==> src/design/gift64_pkg.sv <==
package gift64_pkg;

    // Number of cipher rounds, one pipeline stage each
    localparam int ROUNDS = 28;

    localparam int BLOCK_W    = 64;
    localparam int KEY_W      = 128;
    localparam int CFG_DATA_W = 64;
    localparam int CFG_IDX_W  = 2;
    localparam int RC_W       = 6;

    // Configuration register indexes
    localparam logic [CFG_IDX_W-1:0] REG_KEY_LOW  = 2'd0;
    localparam logic [CFG_IDX_W-1:0] REG_KEY_HIGH = 2'd1;

    typedef logic [BLOCK_W-1:0] block_t;
    typedef logic [ROUNDS-1:0][BLOCK_W-1:0] subkeys_t;

    // 4-bit S-box
    function automatic logic [3:0] sbox(input logic [3:0] x);
        logic [3:0] y;
        case (x)
            4'h0: y = 4'h1;
            4'h1: y = 4'hA;
            4'h2: y = 4'h4;
            4'h3: y = 4'hC;
            4'h4: y = 4'h6;
            4'h5: y = 4'hF;
            4'h6: y = 4'h3;
            4'h7: y = 4'h9;
            4'h8: y = 4'h2;
            4'h9: y = 4'hD;
            4'hA: y = 4'hB;
            4'hB: y = 4'h7;
            4'hC: y = 4'h5;
            4'hD: y = 4'h0;
            4'hE: y = 4'h8;
            default: y = 4'hE;
        endcase
        return y;
    endfunction

    // S-box on all sixteen nibbles
    function automatic block_t sub_layer(input block_t s);
        block_t r;
        r = '0;
        for (int i = 0; i < 16; i++) begin
            r[4*i +: 4] = sbox(s[4*i +: 4]);
        end
        return r;
    endfunction

    // Bit permutation: pure rewiring
    function automatic block_t perm_layer(input block_t s);
        block_t r;
        int     q;
        int     w;
        int     b;
        int     d;
        r = '0;
        for (int i = 0; i < BLOCK_W; i++) begin
            q = i / 16;
            w = (i % 16) / 4;
            b = i % 4;
            d = 4 * q + 16 * ((3 * w + b) % 4) + b;
            r[d] = s[i];
        end
        return r;
    endfunction

    // Round constant of round r (from 0), LFSR stepped r+1 times from zero
    function automatic logic [RC_W-1:0] round_const(input int r);
        logic [RC_W-1:0] c;
        c = '0;
        for (int i = 0; i <= r; i++) begin
            c = {c[RC_W-2:0], ~(c[5] ^ c[4])};
        end
        return c;
    endfunction

    // Expand U, V and the round constant into a 64-bit round key
    function automatic block_t expand_key(input logic [15:0] u, input logic [15:0] v,
                                          input logic [RC_W-1:0] rc);
        block_t rk;
        rk = '0;
        for (int i = 0; i < 16; i++) begin
            rk[4*i]     = v[i];
            rk[4*i + 1] = u[i];
        end
        for (int i = 0; i < RC_W; i++) begin
            rk[4*i + 3] = rc[i];
        end
        rk[BLOCK_W-1] = 1'b1;
        return rk;
    endfunction

endpackage

==> src/design/gift64_round.sv <==
module gift64_round
(
    input  logic               clk,
    input  logic               rst_n,
    input  logic               advance,
    input  logic               valid_in,
    input  gift64_pkg::block_t state_in,
    input  gift64_pkg::block_t round_key,
    output logic               valid_out,
    output gift64_pkg::block_t state_out
);

    logic               valid_reg;
    gift64_pkg::block_t state_reg;
    gift64_pkg::block_t state_next;

    // S-box layer, permutation, key addition
    assign state_next = gift64_pkg::perm_layer(gift64_pkg::sub_layer(state_in)) ^ round_key;

    // Stage valid
    always_ff @(posedge clk or negedge rst_n)
    begin
        if (!rst_n)
        begin
            valid_reg <= 1'b0;
        end
        else if (advance)
        begin
            valid_reg <= valid_in;
        end
    end

    // Stage data, no reset
    always_ff @(posedge clk)
    begin
        if (advance)
        begin
            state_reg <= state_next;
        end
    end

    assign valid_out = valid_reg;
    assign state_out = state_reg;

endmodule

==> config.mk <==
export PLATFORM = sky130hd
export DESIGN_NAME = gift64_round
export DESIGN_NICKNAME = d
export VERILOG_FILES = /design/src/design/gift64_pkg.sv /design/src/design/gift64_round.sv
export SDC_FILE = /design/constraint.sdc
export NUM_CORES = 1
export LEC_CHECK = 0
export ABC_AREA = 1
export BUFFER_PORTS_ARGS = -buffer_cell sky130_fd_sc_hd__buf_4
export CAP_MARGIN = 40
export CORE_MARGIN = 3
export CORE_UTILIZATION = 45
export DETAILED_ROUTE_END_ITERATION = 8
export GPL_ROUTABILITY_DRIVEN = 0
export PLACE_DENSITY = 0.89
export RECOVER_POWER = 100
export SLEW_MARGIN = 30
export SYNTH_ARGS = -nofsm -noshare
export SYNTH_HDL_FRONTEND = slang
export SYNTH_SLANG_ARGS = --single-unit
==> constraint.sdc <==
create_clock -name clk -period 0.8 [get_ports clk]
set_input_delay 0.12 -clock clk [delete_from_list [all_inputs] [get_ports clk]]
set_output_delay 0.12 -clock clk [all_outputs]
set_load 0.02 [all_outputs]
==> impl_metrics.py, run 1 <==
metrics = {
    "synthesis": {
        "synth_fa_ha_area_share_pct": 8.105,
        "ys_ff_latch": 65,
        "ys_warn_count": 0,
        "yosysTopAreaCell": "edfxtp_1",
        "synth_cell_types": 14,
        "synth-xor-area-share_pct": 5.674,
        "yosys-top-cells-area": "edfxtp_1, nand2_1, nand3_1",
        "synth_mux_area_share_pct": 0.2280,
        "syn_area_um2": 4940,
        "yosys.area.top_type_share_pct": 38.91,
        "yosysSeqAreaShare_pct": 39.41,
        "synth_compound_area_share_pct": 2.128,
        "synth_nets": 848,
        "synth_simple_gate_area_share_pct": 35.56,
        "synth_cells": 684,
        "synth_top_family_by_area": "simple AND/OR/NAND/NOR gates",
        "syn_area_per_cell_um2": 7.222,
    },
    "cells_and_area": {
        "layout.nets": 1096,
        "design_area_um2": 7755,
        "drive_above_1_share_pct": 32.34,
        "multiInputGateArea_um2": 2789,
        "antennaDiodeCount": 0,
        "regArea_um2": 1948,
        "fillers": 796,
        "area_growth_pct": 56.99,
    },
    "routing": {
        "wl_um": 14010,
        "vias": 5319,
        "first_iter_violations": 267,
        "first_pass_iters": 5,
        "routedWlPerCell_um": 13.06,
        "drc": 0,
        "final_antenna_net_count": 0,
        "via_per_inst": 4.957,
    },
    "power": {
        "leakage_nw": 3.986,
        "ir_worst_vdd_mv": 0.8738,
        "power.density_nw_per_um2": 1443,
    },
    "sta": {
        "relSlewSlack_pct": 74.75,
        "slew_violations": 0,
        "tightestPinTransition_ns": 0.3788,
        "hold_viol_final": 0,
        "rsz0062_at_grt": "yes",
        "finalSetupViolCount": 86,
        "fin_crit_sh_pct": 127.7,
        "max_freq_ghz": 0.9792,
        "period_needed_ns": 1.021,
        "skew_ns": 0,
        "postLayoutSetupSlackWorst_ns": -0.2213,
    },
    "setup_path": {
        "max_stage_delay_ns": 0.41,
        "critical_path_buf_inv_count": 1,
        "worstPathRequired_ns": 0.68,
        "worst_ep_arrival_time_ns": 0.90,
        "start_kind": "register",
        "rr_worst_depth": 2,
        "reg2reg_slack_ns": -0.14,
        "worstSetupPathType": "reg -> out",
        "critPathTopFamily": "flip-flops",
        "crit_chain": "buf_6",
        "r2r-end": "valid_out",
        "cp-end-kind": "output port",
        "r2r_start": "valid_out",
        "cp_max_fo": 1,
        "critPathSlowestCell": "edfxtp_1",
    },
    "worst_hold_path": {
        "whs_endpoint": "valid_out",
        "min_from": "valid_in",
        "hp-class": "in -> reg",
        "min_path_cells": 2,
    },
    "clock_tree": {
        "tritoncts": "done",
        "cts_buffers": 9,
        "clk_pin_slew_worst_paths_ns": 0.08,
        "htreeDepth": 3,
        "clkLatencyLatePin_ns": 0.33,
        "cts.sinks": 65,
        "clockRootBuffer": "clkbuf_8",
        "clockBufferDepth": 2,
    },
    "floorplanning": {
        "die_area_um2": 12270,
        "start_util_pct": 47.01,
        "die_h_um": 110.8,
        "top_level_ports": 197,
        "core_region_area_um2": 10510,
        "std_cell_rows": 37,
        "fp.dieW_um": 110.8,
    },
    "placement": {
        "place_ws_ns": -0.3436,
        "io_buffer_count": 196,
        "dp_hpwl_um": 10660,
        "placed_cell_area_um2": 7371,
    },
    "status": {
        "status": "complete, but fails checks",
        "violations": "setup timing",
    },
    "grt": {
        "grt_first_pass_wirelength_um": 22400,
        "gr-total-overflow": 0,
        "grt_max_degree": 22,
        "grt_usage_pct": 21.86,
        "grt_pass1_vias": 5142,
        "antenna_found_initial": 0,
    },
    "flow_run": {
        "cap_violations": 0,
    },
}
Yosys cell counts:
library cell and instances:
ha_1 32, nand4_1 5, o21ai_0 21, nand3_1 96, xor2_1 11, mux2_2 1
edfxtp_1 64, nand2_1 298, nand2_2 1, dfrtp_1 1, xnor2_1 21, nand3b_1 16
inv_1 109, inv_2 8
kinds of logic after synthesis:
| family | Yosys count |
|---|---|
| xor+xnor | 32 |
| compound gates | 21 |
| buf+inv | 117 |
| simple gates | 416 |
| flops | 65 |
| fa+ha+maj | 32 |
| mux | 1 |
layout by cell type, fill, tap and decap left out, drive strengths merged:
cell type    instances
buf                203
nand2              299
nand4                5
inv                115
bufinv               1
o21ai               21
nand3b              16
nand3               96
clkbuf              45
dlygate4sd3          1
xor2                11
mux2                 1
edfxtp              64
ha                  32
dfrtp                1
clkinvlp             2
xnor2               21
clkinv               3
metal layers:
layer / routed length, um / vias to the layer above / part of all wire [%] / global-route usage, %
li1: - / 2683 / - / -
met4: 505 / 0 / 3.6 / 9.442
met2: 7157 / 211 / 51 / 39.64
met3: 993 / 44 / 7.1 / 5.677
met5: 0 / - / 0 / 0
met1: 5351 / 2381 / 38 / 23.96
through the flow:
step	TNS (ns)	total power, mW	utilization (%)	hold slack, ns	cells
6_report	-13.53	11.19	73.79	0.04035	1073
2_1_floorplan	-2.914	6.405	-	-0.1756	684
3_5_place_dp	-16.50	8.260	70.14	-0.1041	1053
4_1_cts	-13.10	11.24	74.26	0.02115	1071
3_3_place_gp	-15.63	8.132	70.14	-0.1046	1053
5_1_grt	-17.99	11.83	73.79	0.006005	1073
power by group:
| group | total [mW] | internal (mW) | switching (mW) | leakage [nW] |
|---|---|---|---|---|
| sequential | 4.47 | 4.27 | 0.197 | 0.635 |
| clock | 2.66 | 1.42 | 1.24 | 0.0918 |
| combinational | 4.06 | 1.95 | 2.11 | 3.26 |
| total | 11.2 | 7.64 | 3.54 | 3.99 |
registers in the layout, summed over array words and instances (netlist names):
signal / count
state_out: 64
valid_out: 1
final cells by class:
type | instances | share of cell area, %
inverter | 117 | 8.922
sequential | 65 | 25.12
multi-input combinational | 502 | 35.96
tap | 136 | 2.194
clock inverter | 4 | 0.5647
timing repair buffer | 237 | 25.49
clock buffer | 12 | 1.743
worst reg2reg max path, stage by stage, from the launching register on:
cell and delay, ns:
dfrtp_2 0.42, buf_4 0.14, mux2_2 0.26
what timing repair did:
item / CTS / global route
pin swaps: 0 / 12
hold buffers: 1 / 0
hold endpoints to repair: 1 / 0
endpoints found under the setup margin: 65 / 82
gates resized for setup: 63 / 26
gates cloned: 0 / 0
setup buffers: 1 / 2
worst max path at each step:
stage | from | endpoint | depth (start not counted)
final | state_out[11] | state_out[11] | 1
after global placement | state_in[13] | state_out[50] | 9
after detailed placement | state_in[60] | state_out[62] | 8
after global routing | valid_out | valid_out | 1
after floorplan | state_in[49] | state_out[46] | 8
after CTS | state_out[31] | state_out[31] | 1
Note: power is estimated with default switching activity, not from simulation.
==> inputs of run 2 (changes only) <==
- HOLD_SLACK_MARGIN: not set -> 0.06
==> impl_metrics.py, run 2 (synthesis gave the netlist of run 1 again) <==
metrics = {
    "setup_path": {
        "cp.depth": 1,
        "worstPathRequired_ns": 0.68,
        "cp_max_fo": 1,
        "critPathSlowestCell": "edfxtp_1",
        "crit_chain": "buf_6",
        "rr_worst_depth": 2,
        "critPathTopFamily": "flip-flops",
        "worstSetupPathType": "reg -> out",
        "cp-end-kind": "output port",
        "start_kind": "register",
        "worst_ep_arrival_time_ns": 0.93,
        "max_stage_delay_ns": 0.43,
        "critical_path_buf_inv_count": 1,
    },
    "power": {
        "leakage_nw": 4.217,
        "ir_worst_vdd_mv": 0.8738,
        "power.density_nw_per_um2": 1416,
        "totalPowerFinal_mw": 11.39,
    },
    "floorplanning": {
        "die_h_um": 110.8,
        "core_region_area_um2": 10510,
        "std_cell_rows": 37,
        "start_util_pct": 47.01,
        "top_level_ports": 197,
        "die_area_um2": 12270,
        "fp.dieW_um": 110.8,
    },
    "cells_and_area": {
        "design_area_um2": 8041,
        "mostFrequentLayoutCell": "nand2_1",
        "largest_reg_flops": 64,
        "drive_above_1_share_pct": 31.73,
        "antennaDiodeCount": 0,
        "layout.nets": 1117,
        "final_cell_mix": "nand2_1, buf_4, nand3_1, inv_1, buf_6",
        "area_growth_pct": 62.79,
        "final_core_util_pct": 76.52,
        "fillers": 718,
    },
    "clock_tree": {
        "clockRootBuffer": "clkbuf_8",
        "cts.sinks": 65,
        "htreeDepth": 3,
        "cts_buffers": 9,
        "clk_pin_slew_worst_paths_ns": 0.08,
        "clockBufferDepth": 2,
        "clkLatencyLatePin_ns": 0.33,
        "tritoncts": "done",
    },
    "sta": {
        "max_freq_ghz": 0.9489,
        "hold_viol_final": 0,
        "tightestPinTransition_ns": 0.3588,
        "finalSetupViolCount": 89,
        "period_needed_ns": 1.054,
        "rsz0062_at_grt": "yes",
        "relSlewSlack_pct": 76.08,
        "slew_violations": 0,
        "fin_crit_sh_pct": 131.7,
        "postLayoutSetupSlackWorst_ns": -0.2538,
        "tns_ns": -13.67,
        "skew_ns": 0,
    },
    "placement": {
        "dp_hpwl_um": 10660,
        "io_buffer_count": 196,
        "place_ws_ns": -0.3436,
        "placed_cell_area_um2": 7371,
    },
    "status": {
        "status": "complete, but fails checks",
        "violations": "setup timing",
    },
    "grt": {
        "grt_max_degree": 22,
        "grt_pass1_vias": 5366,
        "gr-total-overflow": 0,
        "grt_first_pass_wirelength_um": 23760,
        "antenna_found_initial": 0,
        "grt_usage_pct": 23.16,
    },
    "worst_hold_path": {
        "hp-class": "in -> reg",
        "min_path_cells": 3,
    },
    "routing": {
        "first_iter_violations": 281,
        "routedWlPerCell_um": 13.72,
        "drt-met1-wl_um": 5513,
        "via_per_inst": 4.999,
        "wl_um": 15010,
        "drc": 0,
        "top_layer_used": "met4",
        "wl_met3_um": 1043,
        "routed-wl-met2_um": 8020,
        "first_pass_iters": 5,
        "vias": 5469,
        "final_antenna_net_count": 0,
    },
    "flow_run": {
        "cap_violations": 0,
    },
}
## run 2: cell types whose count changed in the layout (fill, tap and decap cells not counted), sizes merged
cell          previous run  this run
clkbuf                  45        44
dlygate4sd3              1        10
dlymetal6s4s             0        15
buf                    203       201
## run 2: worst paths after layout
check / start / end / slack [ns]
setup reg to reg: valid_out / valid_out / -0.12
hold / removal: round_key[63] / state_out[63] / 0.06
max in group asynchronous: rst_n / valid_out / 0.58
hold reg to reg: valid_out / valid_out / 0.66
setup / recovery: state_out[11] / state_out[11] / -0.25
min in group asynchronous: rst_n / valid_out / 0.13
## run 2: per-stage QoR
step           instances  hold WS [ns]
4_1_cts             1098       0.02115
5_1_grt             1094       0.06278
6_report            1094       0.05979
3_3_place_gp        1053       -0.1046
3_5_place_dp        1053       -0.1041
2_1_floorplan        684       -0.1756
## run 2: layout make-up
class | count | area (um^2) | area share [%]
multi-input cells | 502 | 2804 | 34.87
inverters | 117 | 691.9 | 8.604
clock buffers | 12 | 135.1 | 1.680
repair buffers | 258 | 2248 | 27.96
flip-flops and latches | 65 | 1948 | 24.23
well taps | 136 | 170.2 | 2.116
clock inverters | 4 | 43.79 | 0.5446
## run 2: report_power, final
part	total, mW	switching, mW	internal, mW
combinational	4.21	2.16	2.05
clock	2.71	1.29	1.43
sequential	4.47	0.203	4.27
## run 2: per-layer routing
metal  GRT usage, %  up-vias
li1               -     2720
met3          5.404       33
met1          25.11     2491
met4          8.703        0
met5              0        -
met2          43.41      225
## run 2: what timing repair did
action	in CTS	in global routing
hold endpoints to repair	29	2
gates resized for setup	63	44
pin swaps	0	16
hold buffers	28	2
setup buffers	1	2
endpoints found under the setup margin	65	99
==> inputs of run 3 (changes only) <==
- ABC_AREA: 1 -> not set
- CORE_UTILIZATION: 45 -> 44
==> impl_metrics.py, run 3 <==
metrics = {
    "power": {
        "totalPowerFinal_mw": 12.00,
        "ir_worst_vdd_mv": 1.111,
        "p_int_mw": 8.372,
        "p_sw_mw": 3.627,
        "p_sw_share_pct": 30.23,
        "power.density_nw_per_um2": 1471,
        "leakage_nw": 3.757,
        "combPwrFrac_pct": 39.3,
        "power_frac_seq_pct": 38.3,
        "power_frac_clock_pct": 22.4,
    },
    "synthesis": {
        "synth-xor-area-share_pct": 18.32,
        "yosysSeqAreaShare_pct": 42.42,
        "synth_edf_count": 64,
        "synthTopCellsByCount": "edfxtp_1, mux2i_1, xnor2_1",
        "synth_async_sr_flop_share_pct": 1.538,
        "ys_warn_count": 0,
        "synth_cells": 404,
        "syn_area_um2": 4589,
        "synth_ff_type": "edfxtp_1",
        "synth_nets": 568,
        "yosys.area.top_type_share_pct": 41.88,
        "synth_mux_area_share_pct": 17.88,
        "yosysTopAreaCell": "edfxtp_1",
        "synth_compound_area_share_pct": 3.762,
        "yosys-top-cells-area": "edfxtp_1, mux2i_1, xnor2_1",
        "ys_ff_latch": 65,
        "synth_top_family_by_area": "XOR/XNOR gates",
        "synth_fa_ha_area_share_pct": 8.724,
        "synth_simple_gate_area_share_pct": 3.217,
        "syn_area_per_cell_um2": 11.36,
        "synth_cell_types": 19,
    },
    "setup_path": {
        "worstSetupPathType": "reg -> out",
        "critPathTopFamily": "flip-flops",
        "critPathSlowestCell": "edfxtp_1",
        "max_stage_delay_ns": 0.43,
        "crit_chain": "buf_6",
        "worst_ep_arrival_time_ns": 0.92,
        "start_kind": "register",
        "cp-end-kind": "output port",
        "worstPathRequired_ns": 0.68,
        "cp_max_fo": 1,
        "critical_path_buf_inv_count": 1,
    },
    "routing": {
        "wl_um": 14270,
        "routedWlPerCell_um": 17.02,
        "final_antenna_net_count": 0,
        "first_iter_violations": 148,
        "vias": 4114,
        "first_pass_iters": 5,
        "drc": 0,
        "via_per_inst": 4.909,
    },
    "clock_tree": {
        "htreeDepth": 3,
        "cts_buffers": 9,
        "cts.sinks": 65,
        "clk_pin_slew_worst_paths_ns": 0.07,
        "clockBufferDepth": 2,
        "clkLatencyLatePin_ns": 0.33,
        "clockRootBuffer": "clkbuf_8",
        "tritoncts": "done",
    },
    "sta": {
        "tns_ns": -13.29,
        "tightestPinTransition_ns": 0.3272,
        "skew_ns": 0,
        "finalSetupViolCount": 96,
        "relSlewSlack_pct": 77.96,
        "hold_viol_final": 0,
        "whs_ns": 0.06809,
        "postLayoutSetupSlackWorst_ns": -0.2442,
        "rsz0062_at_grt": "yes",
        "slew_violations": 0,
        "period_needed_ns": 1.044,
        "max_freq_ghz": 0.9577,
        "fin_crit_sh_pct": 130.5,
    },
    "status": {
        "violations": "setup timing",
        "status": "complete, but fails checks",
    },
    "floorplanning": {
        "fp.dieW_um": 108.1,
        "die_area_um2": 11690,
        "std_cell_rows": 36,
        "die_h_um": 108.1,
        "core_region_area_um2": 9955,
        "top_level_ports": 197,
        "start_util_pct": 46.10,
    },
    "grt": {
        "grt_first_pass_wirelength_um": 21090,
        "grt_pass1_vias": 4431,
        "grt_max_degree": 22,
        "gr-total-overflow": 0,
        "antenna_found_initial": 0,
        "grt_usage_pct": 23.23,
    },
    "cells_and_area": {
        "area_growth_pct": 77.70,
        "drive_above_1_share_pct": 50.21,
        "mostFrequentLayoutCell": "buf_4",
        "final_cell_mix": "buf_4, buf_6, edfxtp_1, mux2i_1, xnor2_1",
        "antennaDiodeCount": 0,
        "multiInputGateArea_um2": 2744,
        "regArea_um2": 1948,
        "largest_reg_flops": 64,
        "fillers": 526,
        "layout.nets": 864,
    },
    "placement": {
        "dp_hpwl_um": 9636,
        "io_buffer_count": 196,
    },
    "flow_run": {
        "cap_violations": 0,
    },
    "worst_hold_path": {
        "hp-class": "in -> reg",
    },
}
## run 3: changes by cell type after synthesis, sizes merged, moves of 5 or more
| cell | change |
|---|---|
| a21oi | +17 |
| buf | +16 |
| inv | -69 |
| mux2 | +15 |
| mux2i | +64 |
| nand2 | -285 |
| nand3 | -96 |
| nand3b | -16 |
| nand4 | -5 |
| nor2 | +17 |
| o21ai | -8 |
| xnor2 | +35 |
| xor2 | +29 |
## run 3: worst paths after layout
path / start / slack [ns] / end / cells after the start
max reg2reg: valid_out / 0.02 / valid_out / 1
max in group asynchronous: rst_n / 0.56 / valid_out / 2
min in group asynchronous: rst_n / 0.11 / valid_out / 2
min reg2reg: valid_out / 0.54 / valid_out / 1
min: round_key[19] / 0.07 / state_out[19] / 2
max: state_out[54] / -0.24 / state_out[54] / 1
## run 3: what timing repair did
item,4_1_cts,5_1_grt
endpoints found under the setup margin,84,103
buffers inserted,4,3
cloned,0,0
resized for setup,92,57
pin swaps,7,20
endpoints found under the hold margin,27,8
hold buffers,22,2
## run 3: final cells by class
type                       count  share of cell area (%)
sequential                    65                   23.89
inverter                      48                   4.909
multi-input combinational    275                   33.65
clock inverter                 4                  0.5370
timing repair buffer         301                   33.32
tap                          133                   2.041
clock buffer                  12                   1.657
## run 3: metal layers
layer / GRT usage [%] / routed length (um)
met5: 0 / 0
met4: 7.124 / 351
met3: 5.851 / 943
met2: 47.34 / 8172
met1: 22.41 / 4798
## run 3: stage by stage
stage	worst slack, ns	cells	util, %	cell area, um^2
final	-0.2442	838	81.93	8155
after global routing	-0.2843	838	81.93	8155
after CTS	-0.2536	834	80.73	8036
after detailed placement	-0.4724	792	72.88	7254
after global placement	-0.3739	792	72.88	7254
after floorplan	-0.1955	404	-	5269
## run 3: power by group through the flow
| stage | clock network (mW) | logic [mW] | registers (mW) |
|---|---|---|---|
| floorplan | 0 | 1.58 | 5.16 |
| global placement | 0 | 3.98 | 4.55 |
| detailed placement | 0 | 4.13 | 4.56 |
| CTS | 2.73 | 4.58 | 4.58 |
| global route | 2.92 | 5.01 | 4.63 |
| finish | 2.69 | 4.72 | 4.59 |
## run 3: logic make-up (layout without fill, tap and decap cells)
logic type,count (synthesis),count (layout)
xor+xnor,96,96
mux,80,80
flops,65,65
buf+inv,64,365
simple gates,35,35
fa+ha+maj,32,32
compound gates,32,32
